`src/rtl/core/mjdc_pkg.sv`:
```
// ----------------------------------------------------------------------------
// mjdc_pkg
// Shared types and constants for the MJD to calendar converter.
// ----------------------------------------------------------------------------
`default_nettype none

package mjdc_pkg;

  // pipeline depth, one register rank per stage
  localparam int NUM_STAGES = 5;

  // field widths
  localparam int DAYS_W   = 17;
  localparam int DFRAC_W  = 32;
  localparam int YEAR_W   = 12;
  localparam int MONTH_W  = 4;
  localparam int DOM_W    = 5;
  localparam int HOUR_W   = 5;
  localparam int MINUTE_W = 6;
  localparam int SEC_W    = 26;

  // date arithmetic widths
  localparam int B_W  = 22;  // b = days + 2401538
  localparam int N_W  = 28;  // 100b - 12210
  localparam int C_W  = 13;  // c, below 8192
  localparam int G_W  = 9;   // b - d, 123..488
  localparam int E_W  = 4;   // e, 4..15
  localparam int ET_W = 23;  // 10000 (b - d)

  localparam logic [B_W-1:0]  B_OFFSET     = 22'd2401538;
  localparam logic [N_W-1:0]  C_NUM_OFFSET = 28'd12210;
  localparam logic [N_W-1:0]  C_DIV        = 28'd36525;
  // floor(2^32 / 36525): estimate of c is exact or one low
  localparam logic [16:0]     C_RECIP      = 17'((64'd1 << 32) / 64'd36525);
  localparam logic [ET_W-1:0] E_DIV        = 23'd306001;
  // 10000 * floor(2^32 / 306001): estimate of e is exact or one low
  localparam logic [27:0]     E_RECIP_K    = 28'(64'd10000 * ((64'd1 << 32) / 64'd306001));
  localparam logic [C_W-1:0]  YEAR_OFFSET  = 13'd4715;

  // per-stage load enables, from the valid chain to the datapaths
  typedef struct packed {
    logic [NUM_STAGES-1:0] stage;
  } mjdc_load_t;

  // floor(30.6001 * e)
  function automatic logic [G_W-1:0] mjdc_day_offset(input logic [E_W-1:0] e);
    logic [G_W-1:0] ofs;
    unique case (e)
      4'd0:    ofs = 9'd0;
      4'd1:    ofs = 9'd30;
      4'd2:    ofs = 9'd61;
      4'd3:    ofs = 9'd91;
      4'd4:    ofs = 9'd122;
      4'd5:    ofs = 9'd153;
      4'd6:    ofs = 9'd183;
      4'd7:    ofs = 9'd214;
      4'd8:    ofs = 9'd244;
      4'd9:    ofs = 9'd275;
      4'd10:   ofs = 9'd306;
      4'd11:   ofs = 9'd336;
      4'd12:   ofs = 9'd367;
      4'd13:   ofs = 9'd397;
      4'd14:   ofs = 9'd428;
      default: ofs = 9'd459;
    endcase
    return ofs;
  endfunction

endpackage

`default_nettype wire

```
`src/rtl/core/mjd_to_calendar.sv`:
```
// Throughput: one beat per cycle while the output is not stalled; the reciprocal
// multipliers of the date path and the constant multiplies of the time path are each one stage.
// Stages hold individually, so bubbles close up under back-pressure.
// Reset: synchronous, active low; clears all stage valid bits, data is not reset.
// ----------------------------------------------------------------------------
// mjd_to_calendar
// Modified Julian Date (days + Q0.FRACTION_BITS day fraction) to Gregorian
// year, month, day, hour, minute and seconds in 2^-SECOND_FRACTION_BITS s.
// ----------------------------------------------------------------------------
`default_nettype none

module mjd_to_calendar #(
  parameter int FRACTION_BITS        = 32,
  parameter int SECOND_FRACTION_BITS = 20
) (
  input  logic                           clk,
  input  logic                           rst_n,
  // input beats
  input  logic                           in_valid,
  output logic                           in_stall,
  input  logic [mjdc_pkg::DAYS_W-1:0]    in_mjd_days,
  input  logic [mjdc_pkg::DFRAC_W-1:0]   in_day_fraction,
  // output beats
  output logic                           out_valid,
  input  logic                           out_stall,
  output logic [mjdc_pkg::YEAR_W-1:0]    out_year,
  output logic [mjdc_pkg::MONTH_W-1:0]   out_month,
  output logic [mjdc_pkg::DOM_W-1:0]     out_day_of_month,
  output logic [mjdc_pkg::HOUR_W-1:0]    out_hour,
  output logic [mjdc_pkg::MINUTE_W-1:0]  out_minute,
  output logic [mjdc_pkg::SEC_W-1:0]     out_second_fixed
);
  import mjdc_pkg::*;

  // Valid chain. A stage loads when it is empty or the stage after it
  // loads too; the last stage loads when it is empty or its beat is taken.
  logic [NUM_STAGES-1:0] valid_r;
  logic [NUM_STAGES-1:0] valid_nxt;
  mjdc_load_t            ld;

  always_comb begin
    ld.stage[NUM_STAGES-1] = !valid_r[NUM_STAGES-1] || !out_stall;
    for (int i = NUM_STAGES - 2; i >= 0; i--) begin
      ld.stage[i] = !valid_r[i] || ld.stage[i+1];
    end
  end

  always_comb begin
    for (int i = 0; i < NUM_STAGES; i++) begin
      if (ld.stage[i]) begin
        valid_nxt[i] = (i == 0) ? in_valid : valid_r[(i == 0) ? 0 : i - 1];
      end else begin
        valid_nxt[i] = valid_r[i];
      end
    end
  end

  always_ff @(posedge clk) begin
    if (!rst_n) begin
      valid_r <= '0;
    end else begin
      valid_r <= valid_nxt;
    end
  end

  // stall only once every stage is full and the output is held
  assign in_stall  = !ld.stage[0];
  assign out_valid = valid_r[NUM_STAGES-1];

  // Date path: b, c estimate, c fix, d and b - d, e estimate, e fix + outputs
  mjdc_date_pipe u_date (
    .clk          (clk),
    .ld           (ld),
    .mjd_days     (in_mjd_days),
    .year         (out_year),
    .month        (out_month),
    .day_of_month (out_day_of_month)
  );

  // Time path: 24f, 60x, 60x, then two alignment ranks
  mjdc_tod_pipe #(
    .FRACTION_BITS        (FRACTION_BITS),
    .SECOND_FRACTION_BITS (SECOND_FRACTION_BITS)
  ) u_tod (
    .clk          (clk),
    .ld           (ld),
    .day_fraction (in_day_fraction),
    .hour         (out_hour),
    .minute       (out_minute),
    .second_fixed (out_second_fixed)
  );

  // Checks
  a_stall_full : assert property (@(posedge clk) disable iff (!rst_n)
    in_stall |-> (&valid_r))
    else $error("input stalled while a stage is empty");

  a_advance : assert property (@(posedge clk) disable iff (!rst_n)
    (out_valid && !out_stall && valid_r[NUM_STAGES-2]) |=> out_valid)
    else $error("beat lost between last two stages");

  a_month_range : assert property (@(posedge clk) disable iff (!rst_n)
    out_valid |-> (out_month >= 4'd1 && out_month <= 4'd12))
    else $error("month out of range");

  a_time_range : assert property (@(posedge clk) disable iff (!rst_n)
    out_valid |-> (out_hour <= 5'd23 && out_minute <= 6'd59))
    else $error("hour or minute out of range");

endmodule

`default_nettype wire

```
`src/rtl/core/mjdc_date_pipe.sv`:
```
// ----------------------------------------------------------------------------
// mjdc_date_pipe
// Five-stage datapath: whole MJD days to Gregorian year, month and day.
// ----------------------------------------------------------------------------
`default_nettype none

module mjdc_date_pipe (
  input  logic                                  clk,
  input  mjdc_pkg::mjdc_load_t                  ld,
  input  logic [mjdc_pkg::DAYS_W-1:0]           mjd_days,
  output logic [mjdc_pkg::YEAR_W-1:0]           year,
  output logic [mjdc_pkg::MONTH_W-1:0]          month,
  output logic [mjdc_pkg::DOM_W-1:0]            day_of_month
);
  import mjdc_pkg::*;

  // stage 1: b, 100b - 12210, reciprocal estimate of c
  logic [B_W-1:0]  b_s0;
  logic [N_W-1:0]  n_s0;
  logic [44:0]     cprod_s0;
  logic [B_W-1:0]  b1_r;
  logic [N_W-1:0]  n1_r;
  logic [C_W-1:0]  q1_r;

  assign b_s0     = B_W'(mjd_days) + B_OFFSET;
  assign n_s0     = N_W'(b_s0) * N_W'(100) - C_NUM_OFFSET;
  assign cprod_s0 = 45'(n_s0) * 45'(C_RECIP);

  always_ff @(posedge clk) begin
    if (ld.stage[0]) begin
      b1_r <= b_s0;
      n1_r <= n_s0;
      q1_r <= cprod_s0[44:32];
    end
  end

  // stage 2: correct c by one
  logic [N_W-1:0] r_s1;
  logic [C_W-1:0] c_s1;
  logic [B_W-1:0] b2_r;
  logic [C_W-1:0] c2_r;

  assign r_s1 = n1_r - N_W'(q1_r) * C_DIV;
  assign c_s1 = q1_r + C_W'(r_s1 >= C_DIV);

  always_ff @(posedge clk) begin
    if (ld.stage[1]) begin
      b2_r <= b1_r;
      c2_r <= c_s1;
    end
  end

  // stage 3: d = floor(1461c / 4), g = b - d
  logic [23:0]    dfull_s2;
  logic [B_W-1:0] gdiff_s2;
  logic [G_W-1:0] g3_r;
  logic [C_W-1:0] c3_r;

  assign dfull_s2 = 24'(c2_r) * 24'd1461;
  assign gdiff_s2 = b2_r - B_W'(dfull_s2 >> 2);

  always_ff @(posedge clk) begin
    if (ld.stage[2]) begin
      g3_r <= gdiff_s2[G_W-1:0];
      c3_r <= c2_r;
    end
  end

  // stage 4: reciprocal estimate of e
  logic [36:0]    eprod_s3;
  logic [E_W-1:0] e4_r;
  logic [G_W-1:0] g4_r;
  logic [C_W-1:0] c4_r;

  assign eprod_s3 = 37'(g3_r) * 37'(E_RECIP_K);

  always_ff @(posedge clk) begin
    if (ld.stage[3]) begin
      e4_r <= eprod_s3[35:32];
      g4_r <= g3_r;
      c4_r <= c3_r;
    end
  end

  // stage 5: correct e, then day, month, year
  logic [ET_W-1:0]    er_s4;
  logic [E_W-1:0]     e_s4;
  logic [G_W-1:0]     dd_s4;
  logic [MONTH_W-1:0] mon_s4;
  logic [C_W-1:0]     yy_s4;
  logic [YEAR_W-1:0]  year_r;
  logic [MONTH_W-1:0] month_r;
  logic [DOM_W-1:0]   dom_r;

  assign er_s4  = ET_W'(g4_r) * ET_W'(10000) - ET_W'(e4_r) * E_DIV;
  assign e_s4   = e4_r + E_W'(er_s4 >= E_DIV);
  assign dd_s4  = g4_r - mjdc_day_offset(e_s4);
  assign mon_s4 = (e_s4 < 4'd14) ? (e_s4 - 4'd1) : (e_s4 - 4'd13);
  assign yy_s4  = c4_r - YEAR_OFFSET - C_W'(mon_s4 > 4'd2);

  always_ff @(posedge clk) begin
    if (ld.stage[4]) begin
      year_r  <= yy_s4[YEAR_W-1:0];
      month_r <= mon_s4;
      dom_r   <= dd_s4[DOM_W-1:0];
    end
  end

  assign year         = year_r;
  assign month        = month_r;
  assign day_of_month = dom_r;

endmodule

`default_nettype wire

```
`src/rtl/core/mjdc_tod_pipe.sv`:
```
// ----------------------------------------------------------------------------
// mjdc_tod_pipe
// Five-stage datapath: day fraction to hour, minute and fixed-point seconds.
// ----------------------------------------------------------------------------
`default_nettype none

module mjdc_tod_pipe #(
  parameter int FRACTION_BITS        = 32,
  parameter int SECOND_FRACTION_BITS = 20
) (
  input  logic                           clk,
  input  mjdc_pkg::mjdc_load_t           ld,
  input  logic [mjdc_pkg::DFRAC_W-1:0]   day_fraction,
  output logic [mjdc_pkg::HOUR_W-1:0]    hour,
  output logic [mjdc_pkg::MINUTE_W-1:0]  minute,
  output logic [mjdc_pkg::SEC_W-1:0]     second_fixed
);
  import mjdc_pkg::*;

  localparam int FB  = FRACTION_BITS;
  localparam int T1W = FB + 5;
  localparam int T2W = FB + 6;
  localparam int XW  = T2W + SECOND_FRACTION_BITS;

  // stage 1: 24 f
  logic [FB-1:0]     f_s0;
  logic [T1W-1:0]    t1_s0;
  logic [HOUR_W-1:0] hour1_r;
  logic [FB-1:0]     rem1_r;

  assign f_s0  = FB'(day_fraction);
  assign t1_s0 = T1W'(f_s0) * T1W'(24);

  always_ff @(posedge clk) begin
    if (ld.stage[0]) begin
      hour1_r <= t1_s0[T1W-1:FB];
      rem1_r  <= t1_s0[FB-1:0];
    end
  end

  // stage 2: 60 x remainder -> minute
  logic [T2W-1:0]      t2_s1;
  logic [HOUR_W-1:0]   hour2_r;
  logic [MINUTE_W-1:0] min2_r;
  logic [FB-1:0]       rem2_r;

  assign t2_s1 = T2W'(rem1_r) * T2W'(60);

  always_ff @(posedge clk) begin
    if (ld.stage[1]) begin
      hour2_r <= hour1_r;
      min2_r  <= t2_s1[T2W-1:FB];
      rem2_r  <= t2_s1[FB-1:0];
    end
  end

  // stage 3: 60 x remainder, rescaled to 2^-SECOND_FRACTION_BITS s
  logic [T2W-1:0]      x_s2;
  logic [XW-1:0]       xs_s2;
  logic [HOUR_W-1:0]   hour3_r;
  logic [MINUTE_W-1:0] min3_r;
  logic [SEC_W-1:0]    sec3_r;

  assign x_s2  = T2W'(rem2_r) * T2W'(60);
  assign xs_s2 = (XW'(x_s2) << SECOND_FRACTION_BITS) >> FB;

  always_ff @(posedge clk) begin
    if (ld.stage[2]) begin
      hour3_r <= hour2_r;
      min3_r  <= min2_r;
      sec3_r  <= SEC_W'(xs_s2);
    end
  end

  // stages 4 and 5: align with the date path
  logic [HOUR_W-1:0]   hour4_r, hour5_r;
  logic [MINUTE_W-1:0] min4_r, min5_r;
  logic [SEC_W-1:0]    sec4_r, sec5_r;

  always_ff @(posedge clk) begin
    if (ld.stage[3]) begin
      hour4_r <= hour3_r;
      min4_r  <= min3_r;
      sec4_r  <= sec3_r;
    end
    if (ld.stage[4]) begin
      hour5_r <= hour4_r;
      min5_r  <= min4_r;
      sec5_r  <= sec4_r;
    end
  end

  assign hour         = hour5_r;
  assign minute       = min5_r;
  assign second_fixed = sec5_r;

endmodule

`default_nettype wire
```
`config.mk`:
```
export PLATFORM = sky130hd
export DESIGN_NAME = mjd_to_calendar
export DESIGN_NICKNAME = d
export VERILOG_FILES = /design/src/rtl/core/mjdc_pkg.sv /design/src/rtl/core/mjd_to_calendar.sv /design/src/rtl/core/mjdc_date_pipe.sv /design/src/rtl/core/mjdc_tod_pipe.sv
export SDC_FILE = /design/constraint.sdc
export NUM_CORES = 2
export LEC_CHECK = 0
export BUFFER_PORTS_ARGS = -buffer_cell sky130_fd_sc_hd__buf_2
export CORE_MARGIN = 4
export CORE_UTILIZATION = 23
export CTS_CLUSTER_SIZE = 16
export DETAILED_ROUTE_END_ITERATION = 12
export MAX_ROUTING_LAYER = met4
export SLEW_MARGIN = 20
export SYNTH_ARGS = -nofsm -noshare
export SYNTH_HDL_FRONTEND = slang
export SYNTH_SLANG_ARGS = --single-unit
export TNS_END_PERCENT = 20
```
`constraint.sdc`:
```
create_clock -name clk -period 18.7 [get_ports clk]
set_input_delay 1.87 -clock clk [delete_from_list [all_inputs] [get_ports clk]]
set_output_delay 1.87 -clock clk [all_outputs]
set_load 0.03 [all_outputs]
```
* Word-level counts from Yosys, hierarchy flattened
Memory sizes are Yosys's and may differ from the RTL's.
Cells that the tools add are included.
Widths: inputs -> output; s select.
** Word-level totals
- Output and inout bits :: 60
- Flip-flop bits (word level) :: 330
- Memories :: 1
- ROM bits :: 144
- Logic and storage cells :: 72
** Memory list
- (no name shown) :: words 16, width 9, read ports 1, clocked after Yosys merged registers in 0, wr ports 0, RTL line mjdc_pkg.sv:48 : unique case (e)
** Cells by class
- Add/sub/neg operators :: 12
- Reduce and logical (&&, ||, !) cells :: 12
- Multiply operators :: 10
- Multiplexer cells :: 1
- Order comparisons :: 4
** Operators with widths (count)
- $mul 28x17->45 const B :: 1
- $mul 30x4->34 const B :: 1
- $mul 32x2->34 const B :: 1
- $mul 29x4->33 const B :: 1
- $mul 9x24->32 const B :: 1
- $ge 28x16->1 const B :: 1
- $mul 13x16->28 const B :: 1
- $sub 28x14->28 const B :: 1
- $sub 28x28->28 :: 1
- $mul 22x5->26 const B :: 1
- $ge 23x19->1 const B :: 1
- $mul 4x19->23 const B :: 1
- $sub 23x23->23 :: 1
- $add 17x22->22 const B :: 1
- $mul 9x10->19 const B :: 1
- $add 13x1->13 :: 1
- $mul 13x11->11 const B :: 1
- $sub 12x1->12 :: 1
- $sub 12x10->12 const B :: 1
- $sub 9x9->9 :: 1
- $logic_not 1->1 :: 7
- $logic_or 1x1->1 :: 5
- $sub 5x5->5 :: 1
- $add 4x1->4 :: 1
- other kinds (5) :: 5

* Logic depth before layout (Yosys ltp)
- Depth after elaboration :: 8
- Mapped depth :: 49

* Hierarchy
A second synthesis with hierarchy kept.
** Unflattened totals
- Cell total of the unflattened synthesis :: 3780
- Area, all modules :: 40457.6 um2
** By module, submodules not included
- mjdc_date_pipe :: area an instance 27166.1 um2, times used 1, cells each 2622, sequential area each 4083.9 um2
- mjdc_tod_pipe :: area an instance 13086.3 um2, times used 1, cells each 1135, sequential area each 5495.3 um2
- mjd_to_calendar :: area an instance 205.2 um2, times used 1, cells each 23, sequential area each 100.1 um2

* Worst setup path before layout
OpenSTA, ideal clock, no wires.
- Path type :: in2reg
- Start :: in in_mjd_days[1] (netlist name)
- End :: reg u_date.q1_r[12], data pin
- Setup time :: 0.260 ns
- Arrival time :: 12.040 ns
- Required time :: 18.440 ns
- Stages :: 39
- Path slack :: 6.400 ns
- Cells stage by stage :: ha_1 and3_1 a41oi_1 inv_1 a21oi_1 nor2_1 xnor2_1 ha_1 ha_1 inv_1 fa_1 inv_1 ha_1 and2_1 and3_1 a221oi_2 xnor2_1 or4_4 (+3 left out) ha_1 ha_1 inv_1 fa_1 fa_1 inv_1 fa_1 fa_1 ha_1 and4_1 o211ai_1 nor3_1 a211o_1 o41a_1 a211o_1 a311o_1 a21oi_2 xnor2_1
** On the way
- Cells in the longest elaborated chain, start to end :: 4
** Ends and longest elaborated chain
- start, declared :: RTL line mjd_to_calendar.sv:21 : input logic [mjdc_pkg::DAYS_W-1:0] in_mjd_days,
- $add 17x22->22 :: RTL line mjdc_date_pipe.sv:25 : assign b_s0 = B_W'(mjd_days) + B_OFFSET;
- $mul 22x5->26 :: RTL line mjdc_date_pipe.sv:26 : assign n_s0 = N_W'(b_s0) * N_W'(100) - C_NUM_OFFSET;
- $sub 28x14->28 :: RTL line mjdc_date_pipe.sv:26
- named net u_date.n_s0[25] :: RTL line mjdc_date_pipe.sv:19 : logic [N_W-1:0] n_s0;
- $mul 28x17->45 :: RTL line mjdc_date_pipe.sv:27 : assign cprod_s0 = 45'(n_s0) * 45'(C_RECIP);
- named net u_date.cprod_s0[44] :: RTL line mjdc_date_pipe.sv:20 : logic [44:0] cprod_s0;
- end signal, assigned :: RTL line mjdc_date_pipe.sv:33 : q1_r <= cprod_s0[44:32];
- end, declared :: RTL line mjdc_date_pipe.sv:23 : logic [C_W-1:0] q1_r;
The timed path passes the listed nets, and every way through them passes these cells.
A chain may end at the register's enable or synchronous reset.

* Worst setup path in the final report
- Start :: in in_mjd_days[1] (netlist name)
- End :: reg u_date.q1_r[12], data pin
** On the way
- Cells in the longest elaborated chain, start to end :: 4
** Ends and longest elaborated chain
- $add 17x22->22 :: RTL line mjdc_date_pipe.sv:25
- named net u_date.b_s0[1] :: RTL line mjdc_date_pipe.sv:18 : logic [B_W-1:0] b_s0;
- $mul 22x5->26 :: RTL line mjdc_date_pipe.sv:26
- $sub 28x14->28 :: RTL line mjdc_date_pipe.sv:26
- named net u_date.n_s0[21] :: RTL line mjdc_date_pipe.sv:19
- $mul 28x17->45 :: RTL line mjdc_date_pipe.sv:27
- named net u_date.cprod_s0[44] :: RTL line mjdc_date_pipe.sv:20
The timed path passes the listed nets, and every way through them passes these cells.

==> summary.txt <==
Critical path
  • CP Capture Type: flip-flop
  • CP arrival: ~13 ns
  • Critical path startpoint category: input pin
  • Crit-path max FO: 10
  • CP Class: in2reg
  • Largest stage delay, worst path: 0.55 ns
  • Critical Path RT: 19.02 ns
  • Slowest stage cell, crit path: xor2_1
  • Most used cell, CP: ha_1

Synthesis
  • Asr flop ratio synth: 0%
  • Synthesized area per cell: approximately 11 µm²
  • Cell count after synthesis: 3437
  • Post-synthesis cell type count: 83
  • Main synth FF type: edfxtp_1
  • Sequential share of the synthesized area: 25.2%
  • Syn_nets: 4672
  • Ys Warns: 0
  • FF+latch count, synth: 324
  • Synth top area share: 24.9%
  • Synth Cell Area: roughly 38000 µm²
  • Post-synth EDFFs: 319
  • Synth area leaders: edfxtp_1 (25%), fa_1 (24%), ha_1 (23%)
  • Cell taking the most area after synthesis: edfxtp_1

Layout
  • Design area: 43200 µm²
  • Most common cell after layout, fill and taps aside: ha_1
  • Most frequent cells in the layout: ha_1 (712), inv_1 (695), fa_1 (470)
  • Area grow syn2layout: 12.4%
  • Layout cell share with drive strength beyond 1: 6.27%
  • Post-route insts no fill: between 5000 and 6000
  • Fin nets: between 4000 and 5000

Clock network
  • CTS buffer count: 39
  • Resized cells post-CTS: 0
  • Clk buf depth: 3
  • CTS sink cnt: approximately 320
  • Hold Buf Count CTS: 0
  • Worst-path clk slew: 0.06 ns
  • TritonCTS clock tree: yes
  • Number of setup buffers added after CTS: 0
  • Clock Root Buffer: clkbuf_16
  • Skew-Pair Late Insertion Delay: 0.58 ns
  • H-Tree Depth: 2

Die
  • Chip Width: 417 µm
  • Die Ht: 417 µm
  • I/O pin total: 113
  • Die ar.: 174000 µm²
  • Placement Rows: around 150
  • Core area: 166000 µm²
  • Initial Util: a little under a quarter

Global route
  • GRT overflow: 0
  • Largest net degree at the start of global routing: 63
  • GRT Overall Usage: a little under a tenth
  • GR peak layer: met2
  • Wire length of the first global-routing pass: 133000 µm
  • GR Util met2: ~17%
  • Initial antenna violation count: 15
  • Number of global-route vias before repair: 26300
  • M1 GR Usage: 11.5%
  • Met3 usage: less than 1%

Timing
  • Fin. max-slew vios: 0
  • Post-route setup slack: 6.23 ns
  • Final Hold Fails: 0
  • Clock skew: around 0.015 ns
  • Unrepaired setup endpoints after global routing: no
  • Slew headroom: between 20 and 30%
  • Min Tclk post-route: about 12 ns
  • Tcrit/Tclk final: 66.7%
  • Actual slew at the worst max-slew pin: 1.06 ns
  • Setup TNS: 0 ns
  • Max Clk Rate: about 80 MHz
  • Final setup fails: 0

Run
  • Max Cap Violations: 0

Drt
  • Final wirelength: 78800 µm
  • First DRT Iteration DRCs: 1115
  • Routed Antenna Nets: 0
  • TritonRoute pass-1 iters: 5
  • Vias per cell: 4.16
  • Drt drc: 0
  • Via count: 24300
  • Wire length per cell: between 10 and 15 µm

Placement
  • GPL Wtd Cong: roughly 0.84
  • Post-DP Area: 42000 µm²
  • PortBufs: 112
  • DP Cell Count: 5756
  • Pre-CTS setup slack: 5.57 ns
  • Hpwl dp: around 67000 µm

Min path
  • HP Class: reg2reg

Run status
  • Status: completed
-- per-stage QoR --
step | utilization, % | hold slack (ns)
2_1_floorplan | - | 0.400
3_3_place_gp | 25.3 | 0.401
3_5_place_dp | 25.3 | 0.405
4_1_cts | 26.1 | 0.405
5_1_grt | 26.1 | 0.421
6_report | 26.1 | 0.410
-- sequential cells by signal, summed over array words and instances, names as in the netlist, 9 cells and up --
signal and flops:
u_date.b1_r 9, u_date.b2_r 9, u_date.c2_r 12, u_date.c3_r 12, u_date.c4_r 12, u_date.g3_r 9, u_date.g4_r 9, u_date.n1_r 26
u_date.q1_r 13, u_date.year 12, u_tod.rem1_r 29, u_tod.rem2_r 27, u_tod.sec3_r 26, u_tod.sec4_r 26, u_tod.second_fixed 26
-- metal layers --
layer	share of wire (%)	vias to the layer above
met5	0	-
met2	50	285
met3	2.5	117
met1	44	11900
met4	3.5	0
li1	-	12000
-- cell usage after synthesis, types with 6 or more instances --
master	n
a2111oi_0	12
a211o_1	6
a211oi_1	27
a21boi_0	11
a21o_1	63
a21oi_1	159
a31oi_1	16
and2_1	10
and3_1	15
clkbuf_1	6
edfxtp_1	319
fa_1	470
ha_1	712
inv_1	697
nand2_1	92
nand2b_1	24
nand3_1	30
nand4_1	20
nor2_1	145
nor2b_1	24
nor3_1	37
nor4_1	7
o211ai_1	11
o21a_1	43
o21ai_0	103
o21bai_1	15
o31a_1	8
o31ai_1	8
or2_2	8
or3_1	8
xnor2_1	158
xor2_1	72
-- logic make-up after synthesis --
kind of cell	share of synthesized area, %
compound gates	9.30
xor+xnor	5.23
fa+ha+maj	47.6
buf+inv	6.86
flops	25.2
mux	0.163
simple gates	5.69
-- layout make-up --
type                       instances  area [µm²]
multi-input combinational       2410       26200
fill                           17400      122000
clock inverter                    22         204
antenna                            7        17.5
sequential                       324        9680
clock buffer                      49        1060
inverter                         697        2620
timing repair buffer             136         741
tap                             2189        2740
-- final timing paths --
path | startpoint | to | slack, ns | depth (start not counted)
max | in_mjd_days[1] | u_date.q1_r[12] | 6.23 | 38
min | u_date.c3_r[11] | u_date.c4_r[11] | 0.41 | 0
min reg2reg | u_date.c3_r[11] | u_date.c4_r[11] | 0.41 | 0
max reg2reg | u_date.g4_r[1] | u_date.year[11] | 8.03 | 47
-- critical path, delay by kind of cell --
family	cells	cell delay, ns
compound gates	11	2.86
simple gates	7	1.73
fa+ha+maj	11	4.51
xor+xnor	3	0.87
buf+inv	6	0.98
Power is not shown: default switching activity piles up to over one toggle a cycle in this logic, so the estimate is an artifact.
